**src/stbs_pkg.sv**
```systemverilog
package stbs_pkg;

    localparam int unsigned TableDepth = 256;
    localparam int unsigned KeyWidth   = 32;
    localparam int unsigned IdxWidth   = 8;
    localparam int unsigned ModeWidth  = 3;
    localparam int unsigned QueueDepth = 2;

    // item kinds
    localparam logic [2:0] MODE_WRITE    = 3'd0;
    localparam logic [2:0] MODE_EXACT    = 3'd1;
    localparam logic [2:0] MODE_FIRST_GE = 3'd2;
    localparam logic [2:0] MODE_FIRST_GT = 3'd3;
    localparam logic [2:0] MODE_LAST_LT  = 3'd4;
    localparam logic [2:0] MODE_LAST_LE  = 3'd5;

    // configuration register indexes
    localparam logic [0:0] REG_FIRST_INDEX = 1'd0;
    localparam logic [0:0] REG_LAST_INDEX  = 1'd1;

    // classified query handed from front to back
    typedef struct packed {
        logic [2:0]          mode;
        logic                empty;
        logic [IdxWidth:0]   lo;
        logic [IdxWidth:0]   hi_end;
        logic [KeyWidth-1:0] key;
    } query_t;

endpackage

```
**src/stbs_front.sv**
```systemverilog
module stbs_front #(
    parameter int unsigned TABLE_DEPTH = stbs_pkg::TableDepth
) (
    input  logic                            clk,
    input  logic                            rst_n,
    input  logic                            cfg_we,
    input  logic [0:0]                      cfg_index,
    input  logic [stbs_pkg::IdxWidth-1:0]   cfg_data,
    input  logic                            in_valid,
    output logic                            in_ready,
    input  logic [2:0]                      in_mode,
    input  logic [stbs_pkg::IdxWidth-1:0]   in_index,
    input  logic [stbs_pkg::KeyWidth-1:0]   in_key,
    output logic                            wr_en,
    output logic [stbs_pkg::IdxWidth-1:0]   wr_index,
    output logic [stbs_pkg::KeyWidth-1:0]   wr_key,
    output logic                            q_push,
    output stbs_pkg::query_t                q_data,
    input  logic                            q_full,
    input  logic                            wr_allow
);

    localparam int unsigned IW = stbs_pkg::IdxWidth;
    localparam logic [IW:0] MaxPos = (IW+1)'(TABLE_DEPTH - 1);

    logic [IW-1:0] first_reg;
    logic [IW-1:0] last_reg;
    logic [IW:0]   hi_clip;
    logic          accept;
    logic          is_query;

    // range registers
    always_ff @(posedge clk or negedge rst_n)
    begin
        if (!rst_n)
        begin
            first_reg <= '0;
            last_reg  <= '1;
        end
        else if (cfg_we)
        begin
            unique case (cfg_index)
                stbs_pkg::REG_FIRST_INDEX: first_reg <= cfg_data;
                stbs_pkg::REG_LAST_INDEX:  last_reg  <= cfg_data;
                default: ;
            endcase
        end
    end

    // classify beat; a write waits until no search is queued or running
    assign in_ready = !q_full && ((in_mode != stbs_pkg::MODE_WRITE) || wr_allow);
    assign accept   = in_valid && in_ready;
    assign is_query = (in_mode == stbs_pkg::MODE_EXACT)
                   || (in_mode == stbs_pkg::MODE_FIRST_GE)
                   || (in_mode == stbs_pkg::MODE_FIRST_GT)
                   || (in_mode == stbs_pkg::MODE_LAST_LT)
                   || (in_mode == stbs_pkg::MODE_LAST_LE);

    assign wr_en    = accept && (in_mode == stbs_pkg::MODE_WRITE)
                   && ({1'b0, in_index} <= MaxPos);
    assign wr_index = in_index;
    assign wr_key   = in_key;

    assign hi_clip = ({1'b0, last_reg} > MaxPos) ? MaxPos : {1'b0, last_reg};

    assign q_push        = accept && is_query;
    assign q_data.mode   = in_mode;
    assign q_data.empty  = {1'b0, first_reg} > hi_clip;
    assign q_data.lo     = {1'b0, first_reg};
    assign q_data.hi_end = hi_clip + 1'b1;
    assign q_data.key    = in_key;

endmodule

```
**config.mk**
```make
export PLATFORM = sky130hd
export DESIGN_NAME = stbs_front
export DESIGN_NICKNAME = d
export VERILOG_FILES = /design/src/stbs_pkg.sv /design/src/stbs_front.sv
export SDC_FILE = /design/constraint.sdc
export NUM_CORES = 1
export LEC_CHECK = 0
export BUFFER_PORTS_ARGS = -buffer_cell sky130_fd_sc_hd__buf_2
export CORE_ASPECT_RATIO = 1.2
export CORE_MARGIN = 8
export CORE_UTILIZATION = 30
export DETAILED_ROUTE_END_ITERATION = 10
export PLACE_DENSITY = 0.69
export SYNTH_ARGS = -nofsm -noshare
export SYNTH_HDL_FRONTEND = slang
export SYNTH_SLANG_ARGS = --single-unit
```
**constraint.sdc**
```tcl
create_clock -name clk -period 2.05 [get_ports clk]
set_input_delay 0.1025 -clock clk [delete_from_list [all_inputs] [get_ports clk]]
set_output_delay 0.1025 -clock clk [all_outputs]
set_load 0.01 [all_outputs]
```
==> impl_metrics.toml <==
[logic_synthesis]
synth_top_family_by_area = "buffers and inverters"
syn_area_per_cell_um2 = 9.49
synth-warning-count = 0
synth-compound-area-share_pct = 3.74
synthAdderAreaFrac_pct = 7.32
synthCells = 162
synth-seq-cells = 16
syn_nets = 229
ys_types = 29
netlist_area_mm2 = 0.00154
yosysSeqAreaShare_pct = 26.7
synthMuxAreaShare_pct = 11.0
synthXorXnorAreaFrac_pct = 3.42
synthTopCellsByArea = "buf_4, dfstp_2, dfrtp_1"
yosysTopAreaCell = "buf_4"
synth_top_area_share_pct = 37.1
yosys.area_share.simple_pct = 7.49

[clocking]
cts_tree = "built"
cts-root-to-sink-buffers = 2
cts_buffers = 3
cts.clk_slew.worst_paths_ps = 60
cts_sinks = 16
htreeDepth = 1
clock_latency_ps = 240
root_buffer = "clkbuf_8"

[sta]
slew_violations = 0
min_period_ps = 1940
hold_viol = 0
post-route-period-util_pct = 94.7
fmax_ghz = 0.515
tns_ps = 0
grt_setup_unrepaired = "no"
skew_ps = 0
setup_viol = 0

[detailed_routing]
routed_wl_um = 3560
dr.pass1.iters = 3
vias = 859
via_per_inst = 4.45
drc = 0
postRouteAntennaNets = 0
wl_per_cell_um = 18.5
drt_iter0_markers = 8

[setup_path]
path_class = "register to output port"
critPathLaunchType = "register"
crit_arrival_ps = 1840
path_max_fanout = 5
end_kind = "output port"
worstPathRequired_ps = 1950

[floorplanning]
die_w_um = 81.4
ios = 155
dieArea_mm2 = 0.00768
rows = 28
core_region_area_mm2 = 0.00494
chipHeight_um = 94.4
start_util_pct = 31.1

[global_routing]
track_usage_pct = 9.07
grt_pass1_vias = 978
grt_pass1_wl_um = 5250
grt_max_degree = 17
antenna_found_initial = 0
overflow = 0

[placement]
gp_congestion = 0.739
hpwlAfterDp_um = 3030
io_buffer_count = 41

[cells_and_area]
synthToLayoutAreaGrowth_pct = -14.2
diodes = 0
nFillCells = 525
nets = 202
drive_gt1_share_pct = 55.6

[power]
p_per_area_mw_per_mm2 = 772
p_total_uw = 1020
power.leakage_uw = 0.000649
peakVddDrop_mv = 0.492

[run_status]
outcome = "completed"

[worst_hold_path]
min_path_type = "primary input to register"

[run]
maxCapViolations = 0
## cells in the final DEF, fill, tap and decap left out, types with 2 or more instances in the layout
| cell | n |
|---|---|
| buf_2 | 41 |
| mux2_2 | 15 |
| inv_1 | 11 |
| ha_1 | 9 |
| dfrtp_1 | 8 |
| dfstp_2 | 8 |
| xnor2_1 | 5 |
| nand2_1 | 3 |
| nand3_1 | 3 |
| clkbuf_8 | 3 |
| buf_4 | 3 |
| and2_4 | 2 |
| a21oi_1 | 2 |
| o21ai_0 | 2 |
| nor2b_1 | 2 |
## report_power, final
group | internal, uW | total, uW | leakage, uW | switching [uW]
Clock | 130 | 234 | 0.0000216 | 104
Sequential | 382 | 434 | 0.000179 | 52.7
Combinational | 179 | 350 | 0.000449 | 171
## worst max-delay path, stage by stage (launching register included)
cell	delay, ps
dfstp_2	570
inv_1	50
ha_1	280
and2_4	160
o21ai_1	60
a21boi_0	90
o31a_1	240
buf_2	140
## synth_stat cells
library cell	instances
o21ai_0	3
dfrtp_1	8
nor2b_1	2
and2_4	1
nand2_1	3
dfstp_2	8
nand4_1	1
and4_1	1
o31a_1	1
buf_2	1
buf_4	76
conb_1	1
inv_1	11
nand4_2	1
nor3_1	1
a211oi_1	1
and4_2	1
a2111oi_0	1
nor4b_1	1
nor2_1	1
and3_1	1
ha_1	9
mux2_2	15
xnor2_1	5
a21oi_1	2
and2_1	1
a21boi_0	1
xor2_1	1
nand3_1	3
## layer usage
metal  wire length (um)  share of wire (%)  track usage [%]  vias to the layer above
met5                  0                  0                0                        -
met1               1110                 31             7.96                      370
met3                429                 12             3.71                       25
met2               1770                 50             15.6                       69
li1                   -                  -                -                      395
met4                251                7.0             7.76                        0
## cells by family after synthesis
kind of cell | Yosys count
mux | 15
simple gates | 18
fa+ha+maj | 9
buf+inv | 88
compound gates | 9
other cells | 1
flops | 16
xor+xnor | 6
## stage by stage
| stage | utilization, % | setup slack, ps | area (um^2) | hold slack [ps] | instances |
|---|---|---|---|---|---|
| finish | 26.7 | 108 | 1320 | 73.6 | 193 |
| global route | 26.7 | 1.20 | 1320 | 96.2 | 193 |
| detailed placement | 25.3 | 316 | 1250 | 39.1 | 187 |
| CTS | 26.3 | 47.0 | 1300 | 76.7 | 191 |
| global placement | 25.3 | 355 | 1250 | 36.7 | 187 |
| floorplan | - | 490 | 1540 | -193 | 162 |
## final timing paths
kind,slack (ps),cells after the start,start,to
min in group asynchronous,300,2,rst_n,first_reg[5]
setup reg to reg,1230,1,last_reg[0],last_reg[0]
hold reg to reg,550,1,first_reg[6],first_reg[6]
max in group asynchronous,1440,2,rst_n,last_reg[1]
setup / recovery,110,7,last_reg[3],q_data[50]
hold / removal,70,3,cfg_data[0],first_reg[0]
## final cells by class
type	count	area [um^2]	share of cell area (%)
multi-input cells	58	513	38.9
flip-flops and latches	16	410	31.1
repair buffers	45	238	18.0
well taps	60	75.1	5.69
clock buffers	3	41.3	3.13
inverters	11	41.3	3.13
## what timing repair did
item                       in CTS  in global routing
setup endpoints to repair       0                  1
hold buffers                    1                  0
resized for setup               0                  2
buffers inserted                0                  2
hold endpoints to repair        8                  0
(Power assumes the default switching activity.)
