## src/stbs_pkg.sv

```systemverilog
package stbs_pkg;

    localparam int unsigned TableDepth = 256;
    localparam int unsigned KeyWidth   = 32;
    localparam int unsigned IdxWidth   = 8;
    localparam int unsigned ModeWidth  = 3;
    localparam int unsigned QueueDepth = 2;

    // item kinds
    localparam logic [2:0] MODE_WRITE    = 3'd0;
    localparam logic [2:0] MODE_EXACT    = 3'd1;
    localparam logic [2:0] MODE_FIRST_GE = 3'd2;
    localparam logic [2:0] MODE_FIRST_GT = 3'd3;
    localparam logic [2:0] MODE_LAST_LT  = 3'd4;
    localparam logic [2:0] MODE_LAST_LE  = 3'd5;

    // configuration register indexes
    localparam logic [0:0] REG_FIRST_INDEX = 1'd0;
    localparam logic [0:0] REG_LAST_INDEX  = 1'd1;

    // classified query handed from front to back
    typedef struct packed {
        logic [2:0]          mode;
        logic                empty;
        logic [IdxWidth:0]   lo;
        logic [IdxWidth:0]   hi_end;
        logic [KeyWidth-1:0] key;
    } query_t;

endpackage

```

## src/stbs_back.sv

```systemverilog
module stbs_back #(
    parameter int unsigned TABLE_DEPTH = stbs_pkg::TableDepth
) (
    input  logic                            clk,
    input  logic                            rst_n,
    input  logic                            q_valid,
    output logic                            q_pop,
    input  stbs_pkg::query_t                q_data,
    output logic [$clog2(TABLE_DEPTH)-1:0]  rd_addr,
    input  logic [stbs_pkg::KeyWidth-1:0]   rd_data,
    output logic                            out_valid,
    input  logic                            out_ready,
    output logic                            out_found,
    output logic [stbs_pkg::IdxWidth-1:0]   out_position,
    output logic [stbs_pkg::KeyWidth-1:0]   out_value,
    output logic                            idle
);

    localparam int unsigned IW = stbs_pkg::IdxWidth;
    localparam int unsigned AW = $clog2(TABLE_DEPTH);
    localparam int unsigned KW = stbs_pkg::KeyWidth;

    typedef enum logic [4:0] {
        ST_IDLE  = 5'b00001,
        ST_READ  = 5'b00010,
        ST_CMP   = 5'b00100,
        ST_FETCH = 5'b01000,
        ST_DONE  = 5'b10000
    } state_t;

    state_t             state_reg, state_next;
    stbs_pkg::query_t   q_reg;
    logic [IW:0]        lo_reg, lo_next;
    logic [IW:0]        hi_reg, hi_next;
    logic [IW:0]        mid;
    logic [IW:0]        pos_reg, pos_next;
    logic               found_reg, found_next;
    logic               ovalid_reg;
    logic               ofound_reg;
    logic [IW-1:0]      opos_reg;
    logic [KW-1:0]      oval_reg;
    logic               strict;
    logic               go_right;
    logic               out_free;
    logic [IW:0]        rd_pos;

    assign mid      = lo_reg + ((hi_reg - lo_reg) >> 1);
    assign strict   = (q_reg.mode == stbs_pkg::MODE_EXACT)
                   || (q_reg.mode == stbs_pkg::MODE_FIRST_GE)
                   || (q_reg.mode == stbs_pkg::MODE_LAST_LT);
    assign go_right = strict ? ($signed(rd_data) < $signed(q_reg.key))
                             : !($signed(q_reg.key) < $signed(rd_data));
    assign out_free = !ovalid_reg || out_ready;
    assign q_pop    = (state_reg == ST_IDLE) && q_valid;
    assign rd_pos   = (state_reg == ST_READ) ? mid : pos_reg;
    assign rd_addr  = rd_pos[AW-1:0];
    assign idle     = (state_reg == ST_IDLE);

    // bisection sequencer: one table read and compare per step
    always_comb
    begin
        state_next = state_reg;
        lo_next    = lo_reg;
        hi_next    = hi_reg;
        pos_next   = pos_reg;
        found_next = found_reg;
        unique case (state_reg)
            ST_IDLE:
            begin
                if (q_valid)
                begin
                    lo_next    = q_data.lo;
                    hi_next    = q_data.hi_end;
                    state_next = q_data.empty ? ST_DONE : ST_READ;
                    found_next = 1'b0;
                end
            end
            ST_READ:
            begin
                if (lo_reg < hi_reg)
                begin
                    state_next = ST_CMP;
                end
                else
                begin
                    priority if (q_reg.mode == stbs_pkg::MODE_EXACT ||
                                 q_reg.mode == stbs_pkg::MODE_FIRST_GE ||
                                 q_reg.mode == stbs_pkg::MODE_FIRST_GT)
                    begin
                        found_next = lo_reg < q_reg.hi_end;
                        pos_next   = lo_reg;
                    end
                    else
                    begin
                        found_next = lo_reg > q_reg.lo;
                        pos_next   = lo_reg - 1'b1;
                    end
                    state_next = ST_FETCH;
                end
            end
            ST_CMP:
            begin
                if (go_right)
                begin
                    lo_next = mid + 1'b1;
                end
                else
                begin
                    hi_next = mid;
                end
                state_next = ST_READ;
            end
            ST_FETCH:
            begin
                state_next = ST_DONE;
            end
            ST_DONE:
            begin
                if (out_free)
                begin
                    state_next = ST_IDLE;
                end
            end
            default: state_next = ST_IDLE;
        endcase
    end

    always_ff @(posedge clk or negedge rst_n)
    begin
        if (!rst_n)
        begin
            state_reg  <= ST_IDLE;
            ovalid_reg <= 1'b0;
            found_reg  <= 1'b0;
        end
        else
        begin
            state_reg <= state_next;
            found_reg <= found_next;
            if (state_reg == ST_DONE && out_free)
            begin
                ovalid_reg <= 1'b1;
            end
            else if (out_ready)
            begin
                ovalid_reg <= 1'b0;
            end
        end
    end

    // datapath registers
    always_ff @(posedge clk)
    begin
        lo_reg  <= lo_next;
        hi_reg  <= hi_next;
        pos_reg <= pos_next;
        if (q_pop)
        begin
            q_reg <= q_data;
        end
        // exact mode also needs the value to match
        if (state_reg == ST_DONE && out_free)
        begin
            if (found_reg && (q_reg.mode != stbs_pkg::MODE_EXACT || rd_data == q_reg.key))
            begin
                ofound_reg <= 1'b1;
                opos_reg   <= pos_reg[IW-1:0];
                oval_reg   <= rd_data;
            end
            else
            begin
                ofound_reg <= 1'b0;
                opos_reg   <= '0;
                oval_reg   <= '0;
            end
        end
    end

    assign out_valid    = ovalid_reg;
    assign out_found    = ofound_reg;
    assign out_position = opos_reg;
    assign out_value    = oval_reg;

`ifndef SYNTH
    a_range_ok: assert property (@(posedge clk) disable iff (!rst_n)
        (state_reg == ST_CMP) |-> (lo_reg < hi_reg)) else $error("bisect range empty");
    a_shrinks: assert property (@(posedge clk) disable iff (!rst_n)
        (state_reg == ST_CMP) |=> (hi_reg - lo_reg) < $past(hi_reg - lo_reg))
        else $error("bisect range did not shrink");
    a_hold_out: assert property (@(posedge clk) disable iff (!rst_n)
        out_valid && !out_ready |=> out_valid && $stable(out_position))
        else $error("result dropped while stalled");
`endif

endmodule

```

## config.mk

```make
export PLATFORM = sky130hd
export DESIGN_NAME = stbs_back
export DESIGN_NICKNAME = d
export VERILOG_FILES = /design/src/stbs_pkg.sv /design/src/stbs_back.sv
export SDC_FILE = /design/constraint.sdc
export NUM_CORES = 1
export LEC_CHECK = 0
export ABC_CLOCK_PERIOD_IN_PS = 5970
export BUFFER_PORTS_ARGS = -buffer_cell sky130_fd_sc_hd__buf_2
export CAP_MARGIN = 10
export CORE_ASPECT_RATIO = 0.75
export CORE_MARGIN = 5
export CORE_UTILIZATION = 45
export DETAILED_ROUTE_END_ITERATION = 10
export HOLD_SLACK_MARGIN = 0.15
export PLACE_DENSITY = 0.69
export SLEW_MARGIN = 25
export SYNTH_ARGS = -nofsm -noshare
export SYNTH_HDL_FRONTEND = slang
export SYNTH_SLANG_ARGS = --single-unit
```

## constraint.sdc

```tcl
create_clock -name clk -period 5.97 [get_ports clk]
set_input_delay 1.194 -clock clk [delete_from_list [all_inputs] [get_ports clk]]
set_output_delay 1.194 -clock clk [all_outputs]
set_load 0.05 [all_outputs]
```

==> results.md <==
- Run status: finished, final reports clean
- Worst stage delay on the critical path: 490 ps
- Most used flip-flop cell after synthesis: sky130_fd_sc_hd__edfxtp_1
- Met3 WL: 972 um
- Top cell type's share of synthesized area: 0.529
- Hold Slack: 550 ps
- Period Utilization, post-route: 0.920
- Reported leakage power: 3.73 nW
- TritonCTS clock tree: yes
- Initial core utilization: 0.453
- Post-synthesis share of cell area spent on xor and xnor gates: 0.0393
- Net count of the mapped netlist: 739
- Netlist area before placement: 6810 um^2
- Post-layout net count: 893
- Final count of hold timing violations: 0
- Via count of the first global-routing pass: 5,069
- Largest register FFs: 53
- Average footprint of a synthesized cell: 11.8 um^2
- Crit path DAT: 4300 ps
- Kind of end point of the critical path: output pin
- Leading post-synthesis cells by cell area: sky130_fd_sc_hd__edfxtp_1 (53%), sky130_fd_sc_hd__ha_1 (12%), sky130_fd_sc_hd__inv_1 (4.0%)
- Simple-Gate Fraction of Synth Area: 0.126
- Max Slew Vio Count: 0
- Post-CTS setup buffers: 0
- Category of the worst setup path launch point: register
- Adder-cell share of the synthesized area: 0.131
- Global placement routability congestion: 0.908
- Maximum resistive drop on vdd: 0.330 mV
- Count of port buffers added during placement: 141
- Yosys top cell by area: sky130_fd_sc_hd__edfxtp_1
- Total number of clock tree sinks: 127
- Pin count of the biggest net entering global routing: 42
- Ant. Diodes: 0
- Path type of the worst min-delay path: register to register
- DR pass1 iterations: 4
- Highest-delay cell along the critical path: sky130_fd_sc_hd__fa_1
- Share of the synthesized area in compound gates (AO/OA/AOI/OAI): 0.0911
- Gate count after technology mapping: 579
- DIE HEIGHT: 117 um
- Critical Path RT: 4780 ps
- Clock buffer depth: 2
- CP bufs+invs: 2
- Worst slew slack as a fraction of its limit: 0.382
- Clock latency on the worst-skew pair: 420 ps
- Number of synthesized register bits: 127
- Vias per std cell: 5.15
- Startpoint of the most critical register-to-register path: lo_reg[1]
- Post-CTS Hold Buffers: 0
- Wire length on met1: 7590 um
- Fraction of registers with async set/reset: 0.0551
- Distinct cell type count after synthesis: 52
- Die outline area: 17,700 um^2
- Setup TNS: 0 ps
- Final routed wire length divided by cell count: 16.9 um
- Setup repair after global routing missed its margin: no
- WL final: 16,100 um
- GRT Overall Usage: 0.188
- Highest metal layer used by the detailed router: met4
- Worst Setup SP: lo_reg[1]
- Endpoint of the worst-slack reg-to-reg timing path: lo_reg[8]
- Most common cell in the netlist: sky130_fd_sc_hd__edfxtp_1
- Residual antenna-violating net count after detailed routing: 0
- Upper clock frequency limit: 182 MHz
- End point of the worst hold path: found_reg
- Met2 wire length: 7230 um
- Origin of the worst min-delay path: found_reg
- Total setup violations reported at the end of the flow: 0
- Cell type with the highest occurrence count on the critical path: sky130_fd_sc_hd__a21oi_1
- Crit path kind: register to output pin
- Layout cells sized above 1: 0.257
- Worst-case register-to-register setup slack: 1810 ps
- Cell-by-cell listing of the critical path: inv_1, fa_1, a21o_1, a21oi_1, nor2b_1, o21a_1, nor4_1, nor3_1, xor2_1, ha_1, nor4b_1, a21oi_1, o311ai_0, nor3b_2, o21ai_0, buf_2
- Std-Cell Rows: 39
- Master cell of the clock root buffer: sky130_fd_sc_hd__clkbuf_16
- Total gr overflow: 0
- Violation count after the first detailed-route iteration: 391
- Sequential-to-total area share from yosys stat: 0.555
- Final clock skew: 8.56 ps
- Floorplan core area: 15,000 um^2
- Most common library cells after synthesis: sky130_fd_sc_hd__edfxtp_1 (120), sky130_fd_sc_hd__inv_1 (72), sky130_fd_sc_hd__ha_1 (68), sky130_fd_sc_hd__and2_1 (40), sky130_fd_sc_hd__nand2_1 (40)
- Number of enable-type register cells in the synthesized netlist: 120
- Global-route wire length before repair: 25,800 um
- Sum of net half-perimeters after detailed placement: 12,400 um
- Reg2Reg Depth: 16
- Mux cell area share after synthesis: 0.0114
- Post-route minimum period: 5490 ps
- MaxCap Viol Count: 0
- Clock slew at the register clock pins of the worst setup and hold paths: 60 ps
- Power per standard cell area: 521 nW/um^2
- Io pins: 142
- CP delay by family, top: compound AO/OA/AOI/OAI gates
- Main combinational cell family by area after synthesis: adder cells
- Slew at the pin closest to its max-slew limit: 927 ps
- Yosys synthesis warning count: 0
- DRC violation count after routing: 0
- Number of antenna violations at the first check in global routing: 0
- CTS H-Tree Depth: 4
- Number of buffers added by the clock tree synthesis step: 17
- Via count: 4,901
- Worst Hold Path Cells: 2
- Area grow syn2layout: 23.0%
- Worst-path fanout max: 6
- Die X: 152 um
[metrics by stage]
step	worst slack [ps]	cell area, um^2	util	cells	power, W
2_1_floorplan	841	6810	-	579	0.00283
3_3_place_gp	977	7780	0.517	919	0.00323
3_5_place_dp	875	7780	0.518	919	0.00329
4_1_cts	363	8380	0.557	951	0.00436
5_1_grt	220	8380	0.558	951	0.00466
6_report	476	8380	0.558	951	0.00436
[metal layers]
metal,global-route usage,vias to the layer above
met5,0,-
met4,0.0743,0
met3,0.0456,21
met2,0.289,155
met1,0.259,2335
li1,-,2390
[cell families after synthesis]
family | after synthesis
fa+ha+maj | 70
mux | 7
xor+xnor | 29
compound gates | 100
flops | 127
simple gates | 164
buf+inv | 82
[timing repair]
item / CTS / global route
endpoints found under the hold margin: 0 / 0
resized for setup: 0 / 1
endpoints found under the setup margin: 0 / 1
[area by class of cell]
type	instances	area, um^2
tap	205	256
inverter	72	270
multi-input combinational	370	2740
fill	1315	6650
clock inverter	15	170
clock buffer	17	425
sequential	127	3780
timing repair buffer	145	736
[worst reg2reg max path, delay by kind of cell (launching register included)]
family / cells / cell delay, ps
AO/OA/AOI/OAI: 5 / 1190
AND/OR/NAND/NOR: 5 / 870
adder cells (fa/ha/maj): 2 / 830
flip-flops: 1 / 460
XOR/XNOR: 2 / 410
buffers and inverters: 2 / 260
[how the worst max path moves through the flow]
stage                             to  slack, ps  depth (start not counted)
after floorplan           rd_addr[7]        840                         15
after CTS                 rd_addr[7]        360                         16
after global routing      rd_addr[7]        220                         16
final                     rd_addr[7]        480                         16
after detailed placement  rd_addr[7]        870                         16
after global placement    rd_addr[7]        980                         17
[layout by cell type, fill, tap and decap left out, drive strengths merged, types with 2 or more instances in the layout]
cell    count
bufinv      3
ha         68
o211ai      3
o21ai      34
o211a       2
dfrtp       6
nor3        6
nor2       30
inv        73
nand2b      2
nand3       8
nand4      12
a21boi      2
and3        2
a21o       10
and4        3
and2       40
edfxtp    120
a221o       2
buf       145
fa          2
nor2b       6
clkinv     11
mux2        6
nor4        8
xor2        9
o21a        5
a31oi       3
a21oi      28
xnor2      19
a211oi      3
clkbuf     17
nand2      40
or3         2
[where the power goes]
group | switching [W] | internal (W) | leakage [nW] | total (W)
registers | 0.0000961 | 0.00123 | 1.21 | 0.00132
clock network | 0.000387 | 0.000653 | 0.296 | 0.00104
logic | 0.00127 | 0.000729 | 2.22 | 0.00200
Power figures use the tool's default switching activity.
