<file path="src/stbs_pkg.sv">
package stbs_pkg;

    localparam int unsigned TableDepth = 256;
    localparam int unsigned KeyWidth   = 32;
    localparam int unsigned IdxWidth   = 8;
    localparam int unsigned ModeWidth  = 3;
    localparam int unsigned QueueDepth = 2;

    // item kinds
    localparam logic [2:0] MODE_WRITE    = 3'd0;
    localparam logic [2:0] MODE_EXACT    = 3'd1;
    localparam logic [2:0] MODE_FIRST_GE = 3'd2;
    localparam logic [2:0] MODE_FIRST_GT = 3'd3;
    localparam logic [2:0] MODE_LAST_LT  = 3'd4;
    localparam logic [2:0] MODE_LAST_LE  = 3'd5;

    // configuration register indexes
    localparam logic [0:0] REG_FIRST_INDEX = 1'd0;
    localparam logic [0:0] REG_LAST_INDEX  = 1'd1;

    // classified query handed from front to back
    typedef struct packed {
        logic [2:0]          mode;
        logic                empty;
        logic [IdxWidth:0]   lo;
        logic [IdxWidth:0]   hi_end;
        logic [KeyWidth-1:0] key;
    } query_t;

endpackage

</file>
<file path="src/stbs_queue.sv">
module stbs_queue #(
    parameter int unsigned DEPTH = stbs_pkg::QueueDepth
) (
    input  logic              clk,
    input  logic              rst_n,
    input  logic              push,
    input  stbs_pkg::query_t  push_data,
    output logic              full,
    input  logic              pop,
    output logic              not_empty,
    output stbs_pkg::query_t  pop_data
);

    localparam int unsigned PW = (DEPTH > 1) ? $clog2(DEPTH) : 1;

    stbs_pkg::query_t slot_reg [DEPTH];
    logic [PW-1:0]    wp_reg;
    logic [PW-1:0]    rp_reg;
    logic [PW:0]      cnt_reg;

    assign full      = (cnt_reg == (PW+1)'(DEPTH));
    assign not_empty = (cnt_reg != '0);
    assign pop_data  = slot_reg[rp_reg];

    // payload slots
    always_ff @(posedge clk)
    begin
        if (push && !full)
        begin
            slot_reg[wp_reg] <= push_data;
        end
    end

    // pointers and fill count
    always_ff @(posedge clk or negedge rst_n)
    begin
        if (!rst_n)
        begin
            wp_reg  <= '0;
            rp_reg  <= '0;
            cnt_reg <= '0;
        end
        else
        begin
            if (push && !full)
            begin
                wp_reg <= (wp_reg == PW'(DEPTH - 1)) ? '0 : wp_reg + 1'b1;
            end
            if (pop && not_empty)
            begin
                rp_reg <= (rp_reg == PW'(DEPTH - 1)) ? '0 : rp_reg + 1'b1;
            end
            cnt_reg <= cnt_reg + (PW+1)'(push && !full) - (PW+1)'(pop && not_empty);
        end
    end

`ifndef SYNTH
    a_no_overflow: assert property (@(posedge clk) disable iff (!rst_n)
        cnt_reg <= (PW+1)'(DEPTH)) else $error("queue count overflow");
    a_full_blocks: assert property (@(posedge clk) disable iff (!rst_n)
        full && !pop |=> full) else $error("full queue lost an entry");
    a_empty_stays: assert property (@(posedge clk) disable iff (!rst_n)
        !not_empty && !push |=> !not_empty) else $error("queue gained an entry");
`endif

endmodule

</file>
<file path="config.mk">
export PLATFORM = sky130hd
export DESIGN_NAME = stbs_queue
export DESIGN_NICKNAME = d
export VERILOG_FILES = /design/src/stbs_pkg.sv /design/src/stbs_queue.sv
export SDC_FILE = /design/constraint.sdc
export NUM_CORES = 1
export LEC_CHECK = 0
export ABC_AREA = 1
export BUFFER_PORTS_ARGS = -buffer_cell sky130_fd_sc_hd__buf_2
export CORE_AREA = 2 2 106 108
export DETAILED_ROUTE_END_ITERATION = 8
export DIE_AREA = 0 0 108 110
export SLEW_MARGIN = 20
export SYNTH_ARGS = -nofsm -noshare
export SYNTH_HDL_FRONTEND = slang
export SYNTH_SLANG_ARGS = --single-unit
</file>
<file path="constraint.sdc">
create_clock -name clk -period 6.4 [get_ports clk]
set_clock_uncertainty 0.2 [all_clocks]
set_input_delay 0.96 -clock clk [delete_from_list [all_inputs] [get_ports clk]]
set_output_delay 0.96 -clock clk [all_outputs]
set_load 0.01 [all_outputs]
</file>
==> results of run 1 <==
-- worst min-delay path by stage --
stage | to | cells past startpoint | start | slack [ps]
6_report | cnt_reg[1]$_DFF_PN0_ | 1 | rst_n | 190
5_1_grt | cnt_reg[1]$_DFF_PN0_ | 1 | rst_n | 170
4_1_cts | cnt_reg[0]$_DFF_PN0_ | 1 | rst_n | 170
3_5_place_dp | wp_reg$_DFFE_PN0P_ | 2 | wp_reg$_DFFE_PN0P_ | 280
3_3_place_gp | wp_reg$_DFFE_PN0P_ | 2 | wp_reg$_DFFE_PN0P_ | 250
2_1_floorplan | wp_reg$_DFFE_PN0P_ | 2 | wp_reg$_DFFE_PN0P_ | 240
-- logic make-up after synthesis --
family                     after synthesis  share of synthesized area [%]
adders and majority gates                2                          0.598
buffers and inverters                   21                           3.32
DFF                                    112                           79.9
and+or+nand+nor                        179                           16.2
-- power groups by stage --
stage | logic [uW] | clock network [uW] | registers [uW]
after floorplan | 483 | 0 | 1060
after global placement | 759 | 0 | 1050
after detailed placement | 770 | 0 | 1060
after CTS | 772 | 420 | 1040
after global routing | 857 | 448 | 1050
final | 749 | 402 | 1040
-- critical path, cell delays in order, from the launching register on --
cell	delay, ps
dfrtp_2	390
buf_4	320
inv_2	790
nand2_1	100
nand2_1	130
buf_2	140
-- final cells by class --
class,count,share of cell area [%]
flip-flops and latches,112,66.3
multi-input cells,181,14.0
repair buffers,116,11.7
well taps,140,3.47
clock buffers,10,2.53
clock inverters,6,1.19
inverters,10,0.745
-- metrics by stage --
step | util, % | power [uW] | cell area (sq um) | hold slack [ps] | setup WS [ps]
2_1_floorplan | - | 1540 | 4180 | 242 | 2430
3_3_place_gp | 45.4 | 1810 | 4850 | 254 | 3300
3_5_place_dp | 45.4 | 1820 | 4850 | 277 | 3290
4_1_cts | 47.1 | 2230 | 5040 | 167 | 2870
5_1_grt | 47.1 | 2360 | 5040 | 172 | 2680
6_report | 47.1 | 2190 | 5040 | 191 | 2970
-- layer usage --
metal,wire length (microns),part of all wire [%],GRT usage [%]
met5,0,0,0
met4,151,1.9,6.87
met3,533,6.7,3.47
met2,3790,47,23.3
met1,3520,44,17.1
-- Yosys cell counts --
library cell | number | area share, %
nand3_1 | 3 | 0.36
buf_2 | 5 | 0.60
clkbuf_8 | 5 | 1.6
nand2_1 | 175 | 16
inv_1 | 9 | 0.81
dfrtp_1 | 4 | 2.4
nor2_1 | 1 | 0.090
buf_4 | 1 | 0.18
ha_1 | 2 | 0.60
inv_2 | 1 | 0.090
edfxtp_1 | 108 | 78
==> metrics.txt, run 1 <==
status finished clean; Net Count, Synth 374; layout cells sized above 1 31.0%; CP Launch Point rp_reg$_DFFE_PN0P_; pwr/cell area 434 mW/mm^2; Post-Syn Area 0.00418 sq mm; cts hold-fix bufs 0; ant diodes 0; sequential area share after synthesis 79.9%; Post-Synthesis Cells 314; I/O Pins 114; CP Launch Type flop; Reg area 0.00334 sq mm; endpoints failing hold 0; TritonRoute pass-1 iters 4; Cells after DPL 559; internal reg-to-reg setup slack 4080 ps; data required time of the worst path 5240 ps; DR vias 2573; maxcap violations 0; wire per inst 13.9 microns; Final Max Tran Viols 0; max frequency 291 MHz; Synth Warn # 0; 1st-iter DRT viols 162; Reg2Reg Depth 5; most common cell after layout, fill and taps aside nand2_1; IO buf count 113; largest net degree at the start of global routing 57; RD Place Congestion 0.670; Int Pwr 1420 uW; row count 38; Slew headroom 33.7%; die width 108 microns; DP Wirelength 4.93 mm; max reg flops 108; Clock Pin Slew Worst Setup and Hold Paths 100 ps; final std cells w/o fill 575; Die Y 110 microns; Setup CP Type flop to output port; RSZ-0062 raised after global routing no; Crit. End Element output port; Area Growth Syn to Fin 20.5%; Yosys cell types 11; GRT overflow 0; leakage 0.00220 uW; Root Driver clkbuf_8; most frequent cells in the layout nand2_1 (175), buf_2 (113), edfxtp_1 (108); fin nets 490; Clock Power Share 18.4%; Multi-input gate area 708 sq um; PostCTS Resize Cnt 0; RR Endpoint slot_reg[1][30]$_DFFE_PP_; Post-DRT Antenna Nets 0; largest fanout on the critical path 56; vias in the first global route 2557; switching part of the total 35.1%; GRT Util Overall 14.0%; setup bufs post-CTS 0; Period minus WS final 3430 ps; total CTS buffers 9; worst r2r src cnt_reg[0]$_DFF_PN0_; first-pass GRT wire length 12.4 mm; final worst path period share 53.6%; drt total wl 8.00 mm; Yosys reg bits 112; Clock H-tree levels 3; NetSw 768 uW; worst min path class primary input to asynchronous set/reset pin; Setup-failing EPs final 0; Peak supply drop 0.000242 V; Tightest Pin Transition 994 ps; post-synthesis average cell area 13.3 sq um; DR vias/cell 4.47; Fill cells 983; combinational share of power 34.2%; CTS sink cnt 112; DRC viols 0; Worst Setup EP pop_data[41]; setup TNS 0 ps; WP data arrival 2270 ps; sequential share of power 47.4%; clock buffer depth 2; clk_lat worst skew 350 ps; core area 0.0107 sq mm; die area 0.0119 sq mm; CTS tree yes; antenna violations before repair 0; starting density of the core 39.1%
Power figures use the tool's default switching activity.
==> run 2, diff against run 1 <==
Settings changed: ABC_AREA 1 to 0, CORE_AREA 2 2 106 108 to 2 2 108 110, DIE_AREA 0 0 108 110 to 0 0 110 112.
Clock period 6.4 ns to 2.9 ns, I/O delays scaled along.
==> run 2 against run 1 <==
Effect of this change:
- setup slack worse by 2600 ps
- final cell count down 20%
- die area up 3.7%
- hold slack worse by 110 ps
- register-to-register slack worse by 3200 ps
- synthesized cell count down 41%
- sequential power up 130%
- via count down 19%
- critical path type unchanged
- critical endpoint is now pop_data[48]
- largest power group unchanged
- highest routed layer unchanged
==> metrics.txt, run 2 <==
GRT Util Overall 12.1% (-1.9 points); core area 0.0112 sq mm (+4.5%); post-synthesis average cell area 23.4 sq um (+76%); largest net degree at the start of global routing 30 (-47%); Yosys cell types 16 (+5); Top FF cell, synth edfxtp_1; largest family of logic cells by synthesized area multiplexers; Clock H-tree levels 3 (unchanged); setup bufs post-CTS 0 (unchanged); maxcap violations 0 (unchanged); TritonRoute pass-1 iters 4 (unchanged); Peak supply drop 0.000441 V (+83%); status finished clean; Reg2Reg Depth 4 (-1); setup ws final 346 ps (-2620 ps); clock buffer depth 2 (unchanged); Cells after DPL 443 (-21%); Post-DRT Antenna Nets 0 (unchanged); Placement Setup Slack 684 ps (-2600 ps); I/O Pins 114 (unchanged); total CTS buffers 9 (unchanged); Setup-failing EPs final 0 (unchanged); worst hold path depth 1; leakage 0.00218 uW (-1.2%); Synth Area in Compound Gates 0% (unchanged); row count 39 (+2.6%); antenna violations before repair 1 (+1); Synth top area share 74.6% (-3.0 points); Setup CP Type flop to output port; DRC viols 0 (unchanged); drt total wl 7.21 mm (-9.8%); CP Launch Type flop; Post-Synth Adder-Cell Area 0.575% (-0.023 points); worst min path class primary input to flop; most common cell after layout, fill and taps aside buf_2; starting density of the core 38.9% (-0.18 points); PostCTS Resize Cnt 0 (unchanged); most frequent cells in the layout buf_2 (113), edfxtp_1 (108), mux2_4 (49); Synth Area in XOR/XNOR 0.806% (+0.81 points); WP data arrival 1920 ps (-350 ps); Area Growth Syn to Fin 24.4%; Clock Pin Slew Worst Setup and Hold Paths 70 ps (-30 ps); largest fanout on the critical path 27 (-52%); Fill cells 982 (-0.10%); Root Driver clkbuf_16; max reg flops 108 (unchanged); CTS sink cnt 112 (unchanged); slowest stage cell, crit path dfrtp_4; layout cells sized above 1 60.1% (+29 points); 1st-iter DRT viols 94 (-42%); fin nets 372 (-24%); top cells by count, synth edfxtp_1 (108), mux2_4 (49), buf_12 (5), mux2_2 (5), dfrtp_1 (4); final worst path period share 88.1%; RSZ-0062 raised after global routing no; wire per inst 15.7 microns (+13%); mux cell area share after synthesis 18.2% (+18 points); GRT overflow 0 (unchanged); RD Place Congestion 0.698 (+4.1%); CP cell instances buf_4 > mux2_2 > buf_2; Yosys reg bits 112 (unchanged); DR vias/cell 4.51 (+0.76%); Util after Layout 48.4% (+1.3 points); area leader, netlist edfxtp_1; DR vias 2074 (-19%); post-synthesis simple-gate area fraction 0.806% (-15 points); die width 110 microns (+1.9%); Net Count, Synth 246 (-34%); Period minus WS final 2550 ps; internal reg-to-reg setup slack 850 ps (-3230 ps); Synth Warn # 0 (unchanged); Die Y 112 microns (+1.8%); data required time of the worst path 2270 ps (-2970 ps); top-count cell post-synth edfxtp_1; first-pass GRT wire length 10.8 mm (-13%); Slew headroom 56.2% (+23 points); endpoints failing hold 0 (unchanged); Post-Syn Area 0.00435 sq mm (+4.0%); clk_lat worst skew 330 ps (-20 ps); Crit. End Element output port; number of flops mapped to enable cells by yosys 108 (unchanged); max frequency 392 MHz; max incr delay on CP 750 ps (-40 ps); setup TNS 0 ps (unchanged); IO buf count 113 (unchanged); Final Max Tran Viols 0 (unchanged); pwr/cell area 1010 mW/mm^2 (+130%); Post-Synthesis Cells 186 (-41%); Post-synth ARST share 3.57% (unchanged); vias in the first global route 2189 (-14%); CTS tree yes; Tightest Pin Transition 655 ps (-340 ps); Synth area leaders edfxtp_1 (75%), mux2_4 (17%), buf_12 (2.3%), dfrtp_1 (2.3%), mux2_2 (1.3%); die area 0.0123 sq mm (+3.7%); DP Wirelength 4.87 mm (-1.1%); sequential area share after synthesis 76.9% (-3.1 points); final std cells w/o fill 460 (-20%)
run 2: layer usage:
layer	GRT usage [%]	vias to the layer above	routed length, microns
li1	-	977	-
met1	14.5	1019	3050
met2	19.3	70	3540
met3	4.39	8	524
met4	5.06	0	98
met5	0	-	0
run 2: final cells by class:
cell class,instances,area [sq um],area share [%]
inverter,2,7.51,0.139
clock buffer,11,233,4.30
clock inverter,4,93.8,1.73
multi-input combinational,66,896,16.6
timing repair buffer,121,653,12.1
sequential,112,3350,61.8
tap,143,179,3.31
antenna,1,2.50,0.0462
run 2: report_power, final:
group | total (uW) | leakage [uW] | switching (uW) | internal [uW]
logic | 1710 | 0.000971 | 786 | 929
clock network | 1340 | 0.000157 | 503 | 837
registers | 2410 | 0.00105 | 194 | 2220
total | 5460 | 0.00218 | 1480 | 3980
run 2: timing repair:
action	CTS	global route
setup endpoints to repair	0	0
hold buffers	1	0
endpoints found under the hold margin	4	0
run 2: path summary, 6_finish.rpt:
path / start / to
max: rp_reg$_DFFE_PN0P_ / pop_data[48]
min: push_data[44] / slot_reg[0][44]$_DFFE_PP_
max reg2reg: cnt_reg[1]$_DFF_PN0_ / slot_reg[0][1]$_DFFE_PP_
min reg2reg: cnt_reg[1]$_DFF_PN0_ / cnt_reg[1]$_DFF_PN0_
max in group asynchronous: rst_n / rp_reg$_DFFE_PN0P_
min in group asynchronous: rst_n / wp_reg$_DFFE_PN0P_
run 2: through the flow:
step / area, sq um / power, uW / hold slack [ps]
after global placement: 5070 / 4170 / 43.9
after global routing: 5410 / 5740 / 64.5
after floorplan: 4350 / 3710 / -60.6
after CTS: 5410 / 5560 / 65.9
final: 5410 / 5460 / 84.0
after detailed placement: 5070 / 4210 / 49.9
run 2: kinds of logic after synthesis:
group                      Yosys count
adders and majority gates            2
xor gates and xnor gates             4
muxes                               54
and+or+nand+nor                      6
DFF                                112
buffers and inverters                8
run 2: critical path: cells and delay by family (launching register included):
kind	cells	cell delay, ps
flops	1	750
mux	1	360
buf+inv	2	460
